File: src/rtl/lsm_pkg.sv
// Shared types and constants for the latency statistics monitor.
`default_nettype none

package lsm_pkg;

    localparam int unsigned CHANNELS_DEFAULT = 8;

    localparam logic [31:0] PERIOD_RESET = 32'd1000;
    localparam logic        LOOP_RESET   = 1'b1;

    // Operation codes
    localparam logic [1:0] OP_START = 2'd0;
    localparam logic [1:0] OP_END   = 2'd1;
    localparam logic [1:0] OP_QUERY = 2'd2;

    // Register indexes on the config port
    localparam logic REG_PERIOD = 1'b0;
    localparam logic REG_LOOP   = 1'b1;

    localparam logic [63:0] MIN_RESET = 64'h0000_0000_ffff_ffff;
    localparam logic [31:0] COUNT_MAX = 32'hffff_ffff;

    // Divider: one quotient bit per cycle
    localparam int unsigned DIV_STEPS = 64;
    localparam int unsigned DIV_CNT_W = $clog2(DIV_STEPS + 1);

    typedef struct packed {
        logic [31:0] count;
        logic [63:0] min_v;
        logic [63:0] max_v;
        logic [63:0] total;
    } stats_t;

    localparam stats_t STATS_CLEAR = '{
        count: 32'd0,
        min_v: MIN_RESET,
        max_v: 64'd0,
        total: 64'd0
    };

    typedef struct packed {
        logic rd_en;
        logic stamp_we;
        logic stats_we;
    } store_ctl_t;

endpackage

`default_nettype wire

File: src/rtl/lsm_store.sv
// Per-channel state memories: start stamps and statistics, with per-entry valid bits.
`default_nettype none

module lsm_store
    import lsm_pkg::*;
#(
    parameter int unsigned CHANNELS = CHANNELS_DEFAULT,
    parameter int unsigned CHW      = (CHANNELS > 1) ? $clog2(CHANNELS) : 1
) (
    input  wire logic             clk,
    input  wire logic             rst_n,
    input  wire store_ctl_t       ctl,
    input  wire logic [CHW-1:0]   addr,
    input  wire logic [63:0]      stamp_wdata,
    input  wire stats_t           stats_wdata,
    output logic [63:0]           stamp_rdata,
    output stats_t                stats_rdata
);

    logic [63:0]         stamp_mem [CHANNELS];
    stats_t              stats_mem [CHANNELS];
    logic [CHANNELS-1:0] stamp_vld_reg;
    logic [CHANNELS-1:0] stats_vld_reg;

    logic [63:0] stamp_q_reg;
    stats_t      stats_q_reg;
    logic        stamp_qv_reg;
    logic        stats_qv_reg;

    always_ff @(posedge clk)
    begin
        if (ctl.stamp_we)
        begin
            stamp_mem[addr] <= stamp_wdata;
        end
        if (ctl.stats_we)
        begin
            stats_mem[addr] <= stats_wdata;
        end
        if (ctl.rd_en)
        begin
            stamp_q_reg <= stamp_mem[addr];
            stats_q_reg <= stats_mem[addr];
        end
    end

    always_ff @(posedge clk or negedge rst_n)
    begin
        if (!rst_n)
        begin
            stamp_vld_reg <= '0;
            stats_vld_reg <= '0;
            stamp_qv_reg  <= 1'b0;
            stats_qv_reg  <= 1'b0;
        end
        else
        begin
            if (ctl.stamp_we)
            begin
                stamp_vld_reg[addr] <= 1'b1;
            end
            if (ctl.stats_we)
            begin
                stats_vld_reg[addr] <= 1'b1;
            end
            if (ctl.rd_en)
            begin
                stamp_qv_reg <= stamp_vld_reg[addr];
                stats_qv_reg <= stats_vld_reg[addr];
            end
        end
    end

    // never-written entries read as their reset values
    assign stamp_rdata = stamp_qv_reg ? stamp_q_reg : 64'd0;
    assign stats_rdata = stats_qv_reg ? stats_q_reg : STATS_CLEAR;

endmodule

`default_nettype wire

File: src/rtl/lsm_divider.sv
// Restoring divider, 64-bit dividend by 32-bit divisor, one quotient bit per cycle.
`default_nettype none

module lsm_divider
    import lsm_pkg::*;
(
    input  wire logic        clk,
    input  wire logic        rst_n,
    input  wire logic        start,
    input  wire logic [63:0] dividend,
    input  wire logic [31:0] divisor,
    output logic             busy,
    output logic [63:0]      quotient
);

    logic [DIV_CNT_W-1:0] cnt_reg, cnt_next;
    logic [63:0]          dq_reg, dq_next;
    logic [31:0]          rem_reg, rem_next;
    logic [31:0]          dvs_reg, dvs_next;
    logic [32:0]          trial;
    logic [32:0]          diff;
    logic                 qbit;

    // dq_reg shifts dividend bits out at the top and quotient bits in at the bottom
    assign trial = {rem_reg, dq_reg[63]};
    assign diff  = trial - {1'b0, dvs_reg};
    assign qbit  = (trial >= {1'b0, dvs_reg});

    always_comb
    begin
        cnt_next = cnt_reg;
        dq_next  = dq_reg;
        rem_next = rem_reg;
        dvs_next = dvs_reg;
        if (start)
        begin
            cnt_next = DIV_CNT_W'(DIV_STEPS);
            dq_next  = dividend;
            rem_next = '0;
            dvs_next = divisor;
        end
        else if (cnt_reg != '0)
        begin
            cnt_next = cnt_reg - 1'b1;
            dq_next  = {dq_reg[62:0], qbit};
            rem_next = qbit ? diff[31:0] : trial[31:0];
        end
    end

    always_ff @(posedge clk or negedge rst_n)
    begin
        if (!rst_n)
        begin
            cnt_reg <= '0;
        end
        else
        begin
            cnt_reg <= cnt_next;
        end
    end

    always_ff @(posedge clk)
    begin
        dq_reg  <= dq_next;
        rem_reg <= rem_next;
        dvs_reg <= dvs_next;
    end

    assign busy     = (cnt_reg != '0);
    assign quotient = dq_reg;

endmodule

`default_nettype wire

File: src/rtl/latency_statistics_monitor_top.sv
// Top level of the latency statistics monitor: control sequencer, config registers, report output.
//
//  channel   direction  handshake                    payload
//  item      in         item_valid / item_stall      operation, channel, timestamp_ns
//  report    out        report_valid / report_stall  report_channel .. empty_flag
//  config    in         APB psel/penable/pwrite      paddr, pwdata, prdata
//
// A start mark is written to the stamp memory on acceptance. An end mark or query
// goes from acceptance to the report register through memory read, elapsed subtract,
// update/writeback, the bit-serial divider for the average (ST_DIVIDE waits to see it
// finish) and ST_FINISH to load the output. A query on an empty channel skips the divider.
// The item port reopens the cycle after the report is loaded.
// Reset clears all channel statistics at once through per-entry valid bits.
// A stalled report holds in its register; the next item is still accepted meanwhile.
`default_nettype none

module latency_statistics_monitor_top
    import lsm_pkg::*;
#(
    parameter int unsigned CHANNELS = CHANNELS_DEFAULT
) (
    input  wire logic        clk,
    input  wire logic        rst_n,
    // item channel
    input  wire logic        item_valid,
    output logic             item_stall,
    input  wire logic [1:0]  operation,
    input  wire logic [2:0]  channel,
    input  wire logic [63:0] timestamp_ns,
    // report channel
    output logic             report_valid,
    input  wire logic        report_stall,
    output logic [2:0]       report_channel,
    output logic             period_done,
    output logic [31:0]      sample_count,
    output logic [63:0]      min_ns,
    output logic [63:0]      max_ns,
    output logic [63:0]      total_ns,
    output logic [63:0]      average_ns,
    output logic             empty_flag,
    // config port
    input  wire logic        psel,
    input  wire logic        penable,
    input  wire logic        pwrite,
    input  wire logic [2:0]  paddr,
    input  wire logic [31:0] pwdata,
    output logic [31:0]      prdata,
    output logic             pready
);

    localparam int unsigned CHW = (CHANNELS > 1) ? $clog2(CHANNELS) : 1;
    localparam int unsigned XW  = (CHW > 3) ? CHW : 3;

    typedef enum logic [4:0] {
        ST_IDLE   = 5'b00001,
        ST_READ   = 5'b00010,
        ST_UPDATE = 5'b00100,
        ST_DIVIDE = 5'b01000,
        ST_FINISH = 5'b10000
    } state_t;

    state_t state_reg, state_next;

    // config registers
    logic [31:0] period_reg;
    logic        loop_reg;
    logic        cfg_wr;

    // item context
    logic [1:0]  op_reg, op_next;
    logic [2:0]  chan_reg, chan_next;
    logic [63:0] stamp_reg, stamp_next;
    logic [63:0] elapsed_reg, elapsed_next;
    stats_t      rpt_reg, rpt_next;
    logic        done_reg, done_next;

    // report outputs
    logic        out_valid_reg, out_valid_next;
    logic [2:0]  out_chan_reg;
    logic        out_done_reg;
    stats_t      out_stats_reg;
    logic [63:0] out_avg_reg;
    logic        out_empty_reg;
    logic        out_load;

    logic           accept;
    logic [XW-1:0]  chan_x;
    logic           chan_ok;
    logic [CHW-1:0] addr;

    store_ctl_t  ctl;
    stats_t      stats_rdata;
    stats_t      stats_wdata;
    stats_t      stats_new;
    logic [63:0] stamp_rdata;
    logic        hit_done;

    logic        div_start;
    logic        div_busy;
    logic [63:0] quotient;

    function automatic logic [CHW-1:0] chan_reg_x();
        logic [XW-1:0] cx;
        cx = XW'(chan_reg);
        return cx[CHW-1:0];
    endfunction

    assign accept  = item_valid && !item_stall;
    assign chan_x  = XW'(channel);
    assign chan_ok = (32'(channel) < CHANNELS);
    assign addr    = (state_reg == ST_IDLE) ? chan_x[CHW-1:0] : chan_reg_x();

    // new statistics for an end mark
    always_comb
    begin
        stats_new.count = (stats_rdata.count == COUNT_MAX) ? stats_rdata.count
                                                           : stats_rdata.count + 32'd1;
        stats_new.min_v = (elapsed_reg < stats_rdata.min_v) ? elapsed_reg : stats_rdata.min_v;
        stats_new.max_v = (elapsed_reg > stats_rdata.max_v) ? elapsed_reg : stats_rdata.max_v;
        stats_new.total = stats_rdata.total + elapsed_reg;
    end

    assign hit_done    = (stats_new.count >= period_reg);
    assign stats_wdata = (hit_done && loop_reg) ? STATS_CLEAR : stats_new;

    always_comb
    begin
        state_next   = state_reg;
        op_next      = op_reg;
        chan_next    = chan_reg;
        stamp_next   = stamp_reg;
        elapsed_next = elapsed_reg;
        rpt_next     = rpt_reg;
        done_next    = done_reg;
        ctl          = '0;
        div_start    = 1'b0;
        out_load     = 1'b0;
        out_valid_next = out_valid_reg && report_stall;

        unique case (state_reg)
            ST_IDLE:
            begin
                op_next    = operation;
                chan_next  = channel;
                stamp_next = timestamp_ns;
                if (accept && chan_ok)
                begin
                    if (operation == OP_START)
                    begin
                        ctl.stamp_we = 1'b1;
                    end
                    else if (operation == OP_END || operation == OP_QUERY)
                    begin
                        ctl.rd_en  = 1'b1;
                        state_next = ST_READ;
                    end
                end
            end
            ST_READ:
            begin
                elapsed_next = stamp_reg - stamp_rdata;
                state_next   = ST_UPDATE;
            end
            ST_UPDATE:
            begin
                if (op_reg == OP_END)
                begin
                    ctl.stats_we = 1'b1;
                    rpt_next     = stats_new;
                    done_next    = hit_done;
                    div_start    = 1'b1;
                end
                else
                begin
                    rpt_next  = stats_rdata;
                    done_next = 1'b0;
                    div_start = (stats_rdata.count != 32'd0);
                end
                state_next = ST_DIVIDE;
            end
            ST_DIVIDE:
            begin
                if (!div_busy)
                begin
                    state_next = ST_FINISH;
                end
            end
            ST_FINISH:
            begin
                if (!out_valid_reg || !report_stall)
                begin
                    out_load       = 1'b1;
                    out_valid_next = 1'b1;
                    state_next     = ST_IDLE;
                end
            end
            default:
            begin
                state_next = ST_IDLE;
            end
        endcase
    end

    always_ff @(posedge clk or negedge rst_n)
    begin
        if (!rst_n)
        begin
            state_reg     <= ST_IDLE;
            out_valid_reg <= 1'b0;
            period_reg    <= PERIOD_RESET;
            loop_reg      <= LOOP_RESET;
        end
        else
        begin
            state_reg     <= state_next;
            out_valid_reg <= out_valid_next;
            if (cfg_wr)
            begin
                unique case (paddr[2])
                    REG_PERIOD: period_reg <= pwdata;
                    REG_LOOP:   loop_reg   <= pwdata[0];
                    default:    period_reg <= period_reg;
                endcase
            end
        end
    end

    always_ff @(posedge clk)
    begin
        op_reg      <= op_next;
        chan_reg    <= chan_next;
        stamp_reg   <= stamp_next;
        elapsed_reg <= elapsed_next;
        rpt_reg     <= rpt_next;
        done_reg    <= done_next;
        if (out_load)
        begin
            out_chan_reg  <= chan_reg;
            out_done_reg  <= done_reg;
            out_stats_reg <= rpt_reg;
            out_empty_reg <= (rpt_reg.count == 32'd0);
            out_avg_reg   <= (rpt_reg.count == 32'd0) ? 64'd0 : quotient;
        end
    end

    lsm_store #(
        .CHANNELS (CHANNELS),
        .CHW      (CHW)
    ) u_store (
        .clk         (clk),
        .rst_n       (rst_n),
        .ctl         (ctl),
        .addr        (addr),
        .stamp_wdata (stamp_next),
        .stats_wdata (stats_wdata),
        .stamp_rdata (stamp_rdata),
        .stats_rdata (stats_rdata)
    );

    lsm_divider u_divider (
        .clk      (clk),
        .rst_n    (rst_n),
        .start    (div_start),
        .dividend (rpt_next.total),
        .divisor  (rpt_next.count),
        .busy     (div_busy),
        .quotient (quotient)
    );

    // config port
    assign pready = 1'b1;
    assign cfg_wr = psel && penable && pwrite;

    always_comb
    begin
        unique case (paddr[2])
            REG_PERIOD: prdata = period_reg;
            REG_LOOP:   prdata = {31'd0, loop_reg};
            default:    prdata = '0;
        endcase
    end

    assign item_stall     = (state_reg != ST_IDLE);
    assign report_valid   = out_valid_reg;
    assign report_channel = out_chan_reg;
    assign period_done    = out_done_reg;
    assign sample_count   = out_stats_reg.count;
    assign min_ns         = out_stats_reg.min_v;
    assign max_ns         = out_stats_reg.max_v;
    assign total_ns       = out_stats_reg.total;
    assign average_ns     = out_avg_reg;
    assign empty_flag     = out_empty_reg;

endmodule

`default_nettype wire

File: config.mk
export PLATFORM = sky130hd
export DESIGN_NAME = latency_statistics_monitor_top
export DESIGN_NICKNAME = d
export VERILOG_FILES = /design/src/rtl/lsm_pkg.sv /design/src/rtl/lsm_store.sv /design/src/rtl/lsm_divider.sv /design/src/rtl/latency_statistics_monitor_top.sv
export SDC_FILE = /design/constraint.sdc
export NUM_CORES = 2
export LEC_CHECK = 0
export BUFFER_PORTS_ARGS = -buffer_cell sky130_fd_sc_hd__buf_2
export CAP_MARGIN = 10
export CORE_AREA = 2 2 484 486
export DETAILED_ROUTE_END_ITERATION = 12
export DIE_AREA = 0 0 486 488
export PLACE_DENSITY_LB_ADDON = 0.2
export SLEW_MARGIN = 10
export SYNTH_ARGS = -nofsm -noshare
export SYNTH_HDL_FRONTEND = slang
export SYNTH_SLANG_ARGS = --single-unit
File: constraint.sdc
create_clock -name clk -period 44.9 [get_ports clk]
set_clock_uncertainty 0.2 [all_clocks]
set_input_delay 0 -clock clk [delete_from_list [all_inputs] [get_ports clk]]
set_output_delay 0 -clock clk [all_outputs]
set_load 0.02 [all_outputs]
==> run_results.csv <==
group,metric,value,unit
run_status,run_status,"completed",
synth,synthCells,9259,
setup_path,cp-end-kind,"register",
drt,wl_per_cell,31.2,um
placement,place.gp.congestion,0.971,
placement,port_buffers,435,
timing,tightest_slew,1.41,ns
hold_path,hold_depth,4,
hold_path,min_to,"stamp_reg[0]",
timing,hold_violations,0,
clocking,clock_sinks,3435,
synth,ys_seq_elements,3435,
timing,finalSetupTns,0,ns
clocking,clock_latency,0.99,ns
cells_and_area,final_common_cell,"edfxtp_1",
cells_and_area,layout_common_cells,"edfxtp_1, a22oi_1, nand2_1",
setup_path,worstPathRequired,45.30,ns
timing,setup_viol,0,
clocking,postCtsSetupRepairBufs,0,
timing,setup_ws,36.26,ns
setup_path,r2r-start,"u_store.stats_qv_reg",
synth,synth_ff_type,"edfxtp_1",
drt,firstDrtPassIters,9,
synth,synth_top_area_share,68.9,%
global_routing,grtUsageTotal,34.5,%
setup_path,cpMostUsedCell,"nor2_1",
drt,vias,88300,
cells_and_area,biggestRegsByFlops,"u_store.stats_mem x1792, u_store.stamp_mem x512",
setup_path,rr_endpoint,"u_store.stats_mem[4][120]",
power_and_ir_drop,ir_drop,0.0978,mV
flow_run,cap_violations,0,
cells_and_area,fill_cells,15500,
timing,rsz0062_at_grt,"no",
synth,seq_area_frac_synth,72.9,%
floorplanning,ioPinCount,439,
synth,synth_edf_count,3176,
clocking,root_buffer,"clkbuf_16",
cells_and_area,final_util,68.0,%
global_routing,antenna_found_initial,26,
timing,slew_headroom,4.71,%
placement,dpl.hpwl,246,mm
clocking,cts_tree,"built",
synth,synthTopCellsByArea,"edfxtp_1, a22oi_1, ha_1, dfxtp_1, nand2_1",
clocking,clockBufferDepth,4,
synth,synth.distinct_cells,110,
placement,place_area,144000,um^2
global_routing,grt_max_degree,141,
setup_path,max_stage_delay,0.93,ns
clocking,clk_pin_slew,0.06,ns
setup_path,crit_fanout,60,
cells_and_area,area_growth,13.9,%
setup_path,r2r_slack,36.26,ns
hold_path,worstHoldStart,"timestamp_ns[0]",
setup_path,cp.arrival,9.03,ns
setup_path,setup.worst_path.class,"register to register",
cells_and_area,postLayoutCellArea,158000,um^2
drt,via_per_inst,6.64,
global_routing,grt_pass1_wl,590,mm
floorplanning,rows,177,
global_routing,grt_pass1_vias,85600,
setup_path,worstSetupStartpointType,"register",
drt,ant_nets,0,
hold_path,min_path_type,"input pin to register",
floorplanning,die_h,488,um
timing,fmax,116,MHz
clocking,h-tree-depth,5,
timing,drv_slew,0,
clocking,cts_buffers,352,
drt,route.detailed.drc,0,
placement,pre_cts_ws,36.56,ns
synth,synth.cell_area,138000,um^2
timing,post-route-min-period,8.64,ns
drt,drtIter0Drc,12100,
synth,synthArstFlopShare,1.86,%
power_and_ir_drop,power_density,67.8,nW/um^2
synth,syn_nets,9694,
cells_and_area,fin_nets,10400,
floorplanning,die_area,237000,um^2
setup_path,critPathSlowestCell,"buf_4",
floorplanning,coreArea,232000,um^2
synth,yosysWarnings,0,
floorplanning,start_util,59.7,%
synth,netlist.top_cell.by_area,"edfxtp_1",
cells_and_area,largest_reg_flops,1792,
timing,finalCritPeriodShare,19.2,%
power_and_ir_drop,leakagePower,55.2,nW
global_routing,grt.overflow.total,0,
setup_path,r2r_cells,25,
drt,drt-total-wl,415,mm
synth,syn_avg_cell_area,14.9,um^2
cells_and_area,drive_above_1_share,13.5,%
cells_and_area,top_register,"u_store.stats_mem",
floorplanning,die_w,486,um
metal layers:
layer	track usage, %	part of all wire, %	up-vias
met5	0	0.021	-
met2	51.1	44	5580
met4	18.2	5.8	12
met1	47.1	38	44300
met3	9.17	12	863
li1	-	-	37600
report_power, final:
group / switching, mW / internal [mW]
registers: 0.169 / 4.27
logic: 2.37 / 1.05
clock network: 1.19 / 1.65
total: 3.73 / 6.97
final cells by class:
type	instances	area [um^2]	area share (%)
Tap cell	3043	3810	2.42
Timing Repair Buffer	854	6090	3.86
Inverter	239	905	0.574
Antenna cell	22	55.1	0.0349
Clock buffer	434	9470	6.01
Multi-Input combinational cell	5089	34800	22.1
Sequential cell	3435	101000	64.0
Clock inverter	184	1650	1.05
cells by family (layout without fill, tap and decap cells):
group	after synthesis	count (layout)	share of synthesized area, %
AOI/OAI and AO/OA	2142	2142	10.8
xor gates and xnor gates	203	203	1.30
adders and majority gates	324	324	2.95
buffers and inverters	735	1711	2.14
DFF	3435	3435	72.9
muxes	303	303	2.33
other	1	23	0.00271
and+or+nand+nor	2116	2116	7.54
stage by stage:
stage	instances	total power, mW	hold WS [ns]
after global routing	13300	11.1	0.103
after CTS	13300	10.6	0.00562
after floorplan	9259	6.61	-0.496
after detailed placement	12400	7.78	-0.228
after global placement	12400	7.70	-0.236
final	13300	10.7	0.0811
critical path: cells and delay by family (launching register included):
kind	cells	cell delay [ns]
AOI/OAI and AO/OA	4	1.00
xor gates and xnor gates	1	0.45
adders and majority gates	2	0.63
buffers and inverters	3	1.65
DFF	1	0.88
and+or+nand+nor	15	3.28
synth_stat cells (78+ instances only):
cell type	number
a21o_1	151
a21oi_1	295
a22oi_1	1153
and2_1	150
buf_2	136
clkbuf_1	309
dfxtp_1	195
edfxtp_1	3176
ha_1	321
inv_1	235
mux2_2	111
mux2i_1	161
nand2_1	743
nand3_1	103
nand4_1	367
nor2_1	363
nor2b_1	97
o21ai_0	252
xnor2_1	124
xor2_1	78
worst max path at each step:
stage                               from  slack, ns  cells past startpoint                         to
floorplan                   state_reg[3]      28.73                      3              average_ns[0]
global placement    u_store.stats_qv_reg      36.61                     25  u_store.stats_mem[2][184]
detailed placement  u_store.stats_qv_reg      36.56                     25  u_store.stats_mem[1][185]
CTS                 u_store.stats_qv_reg      36.48                     25  u_store.stats_mem[7][101]
global route        u_store.stats_qv_reg      36.00                     25  u_store.stats_mem[2][161]
finish              u_store.stats_qv_reg      36.26                     25  u_store.stats_mem[4][120]
timing repair:
action	4_1_cts	5_1_grt
hold endpoints to repair	901	0
hold buffers	242	0
gates resized for setup	0	0
No activity file was read; power rests on OpenSTA's default activity.
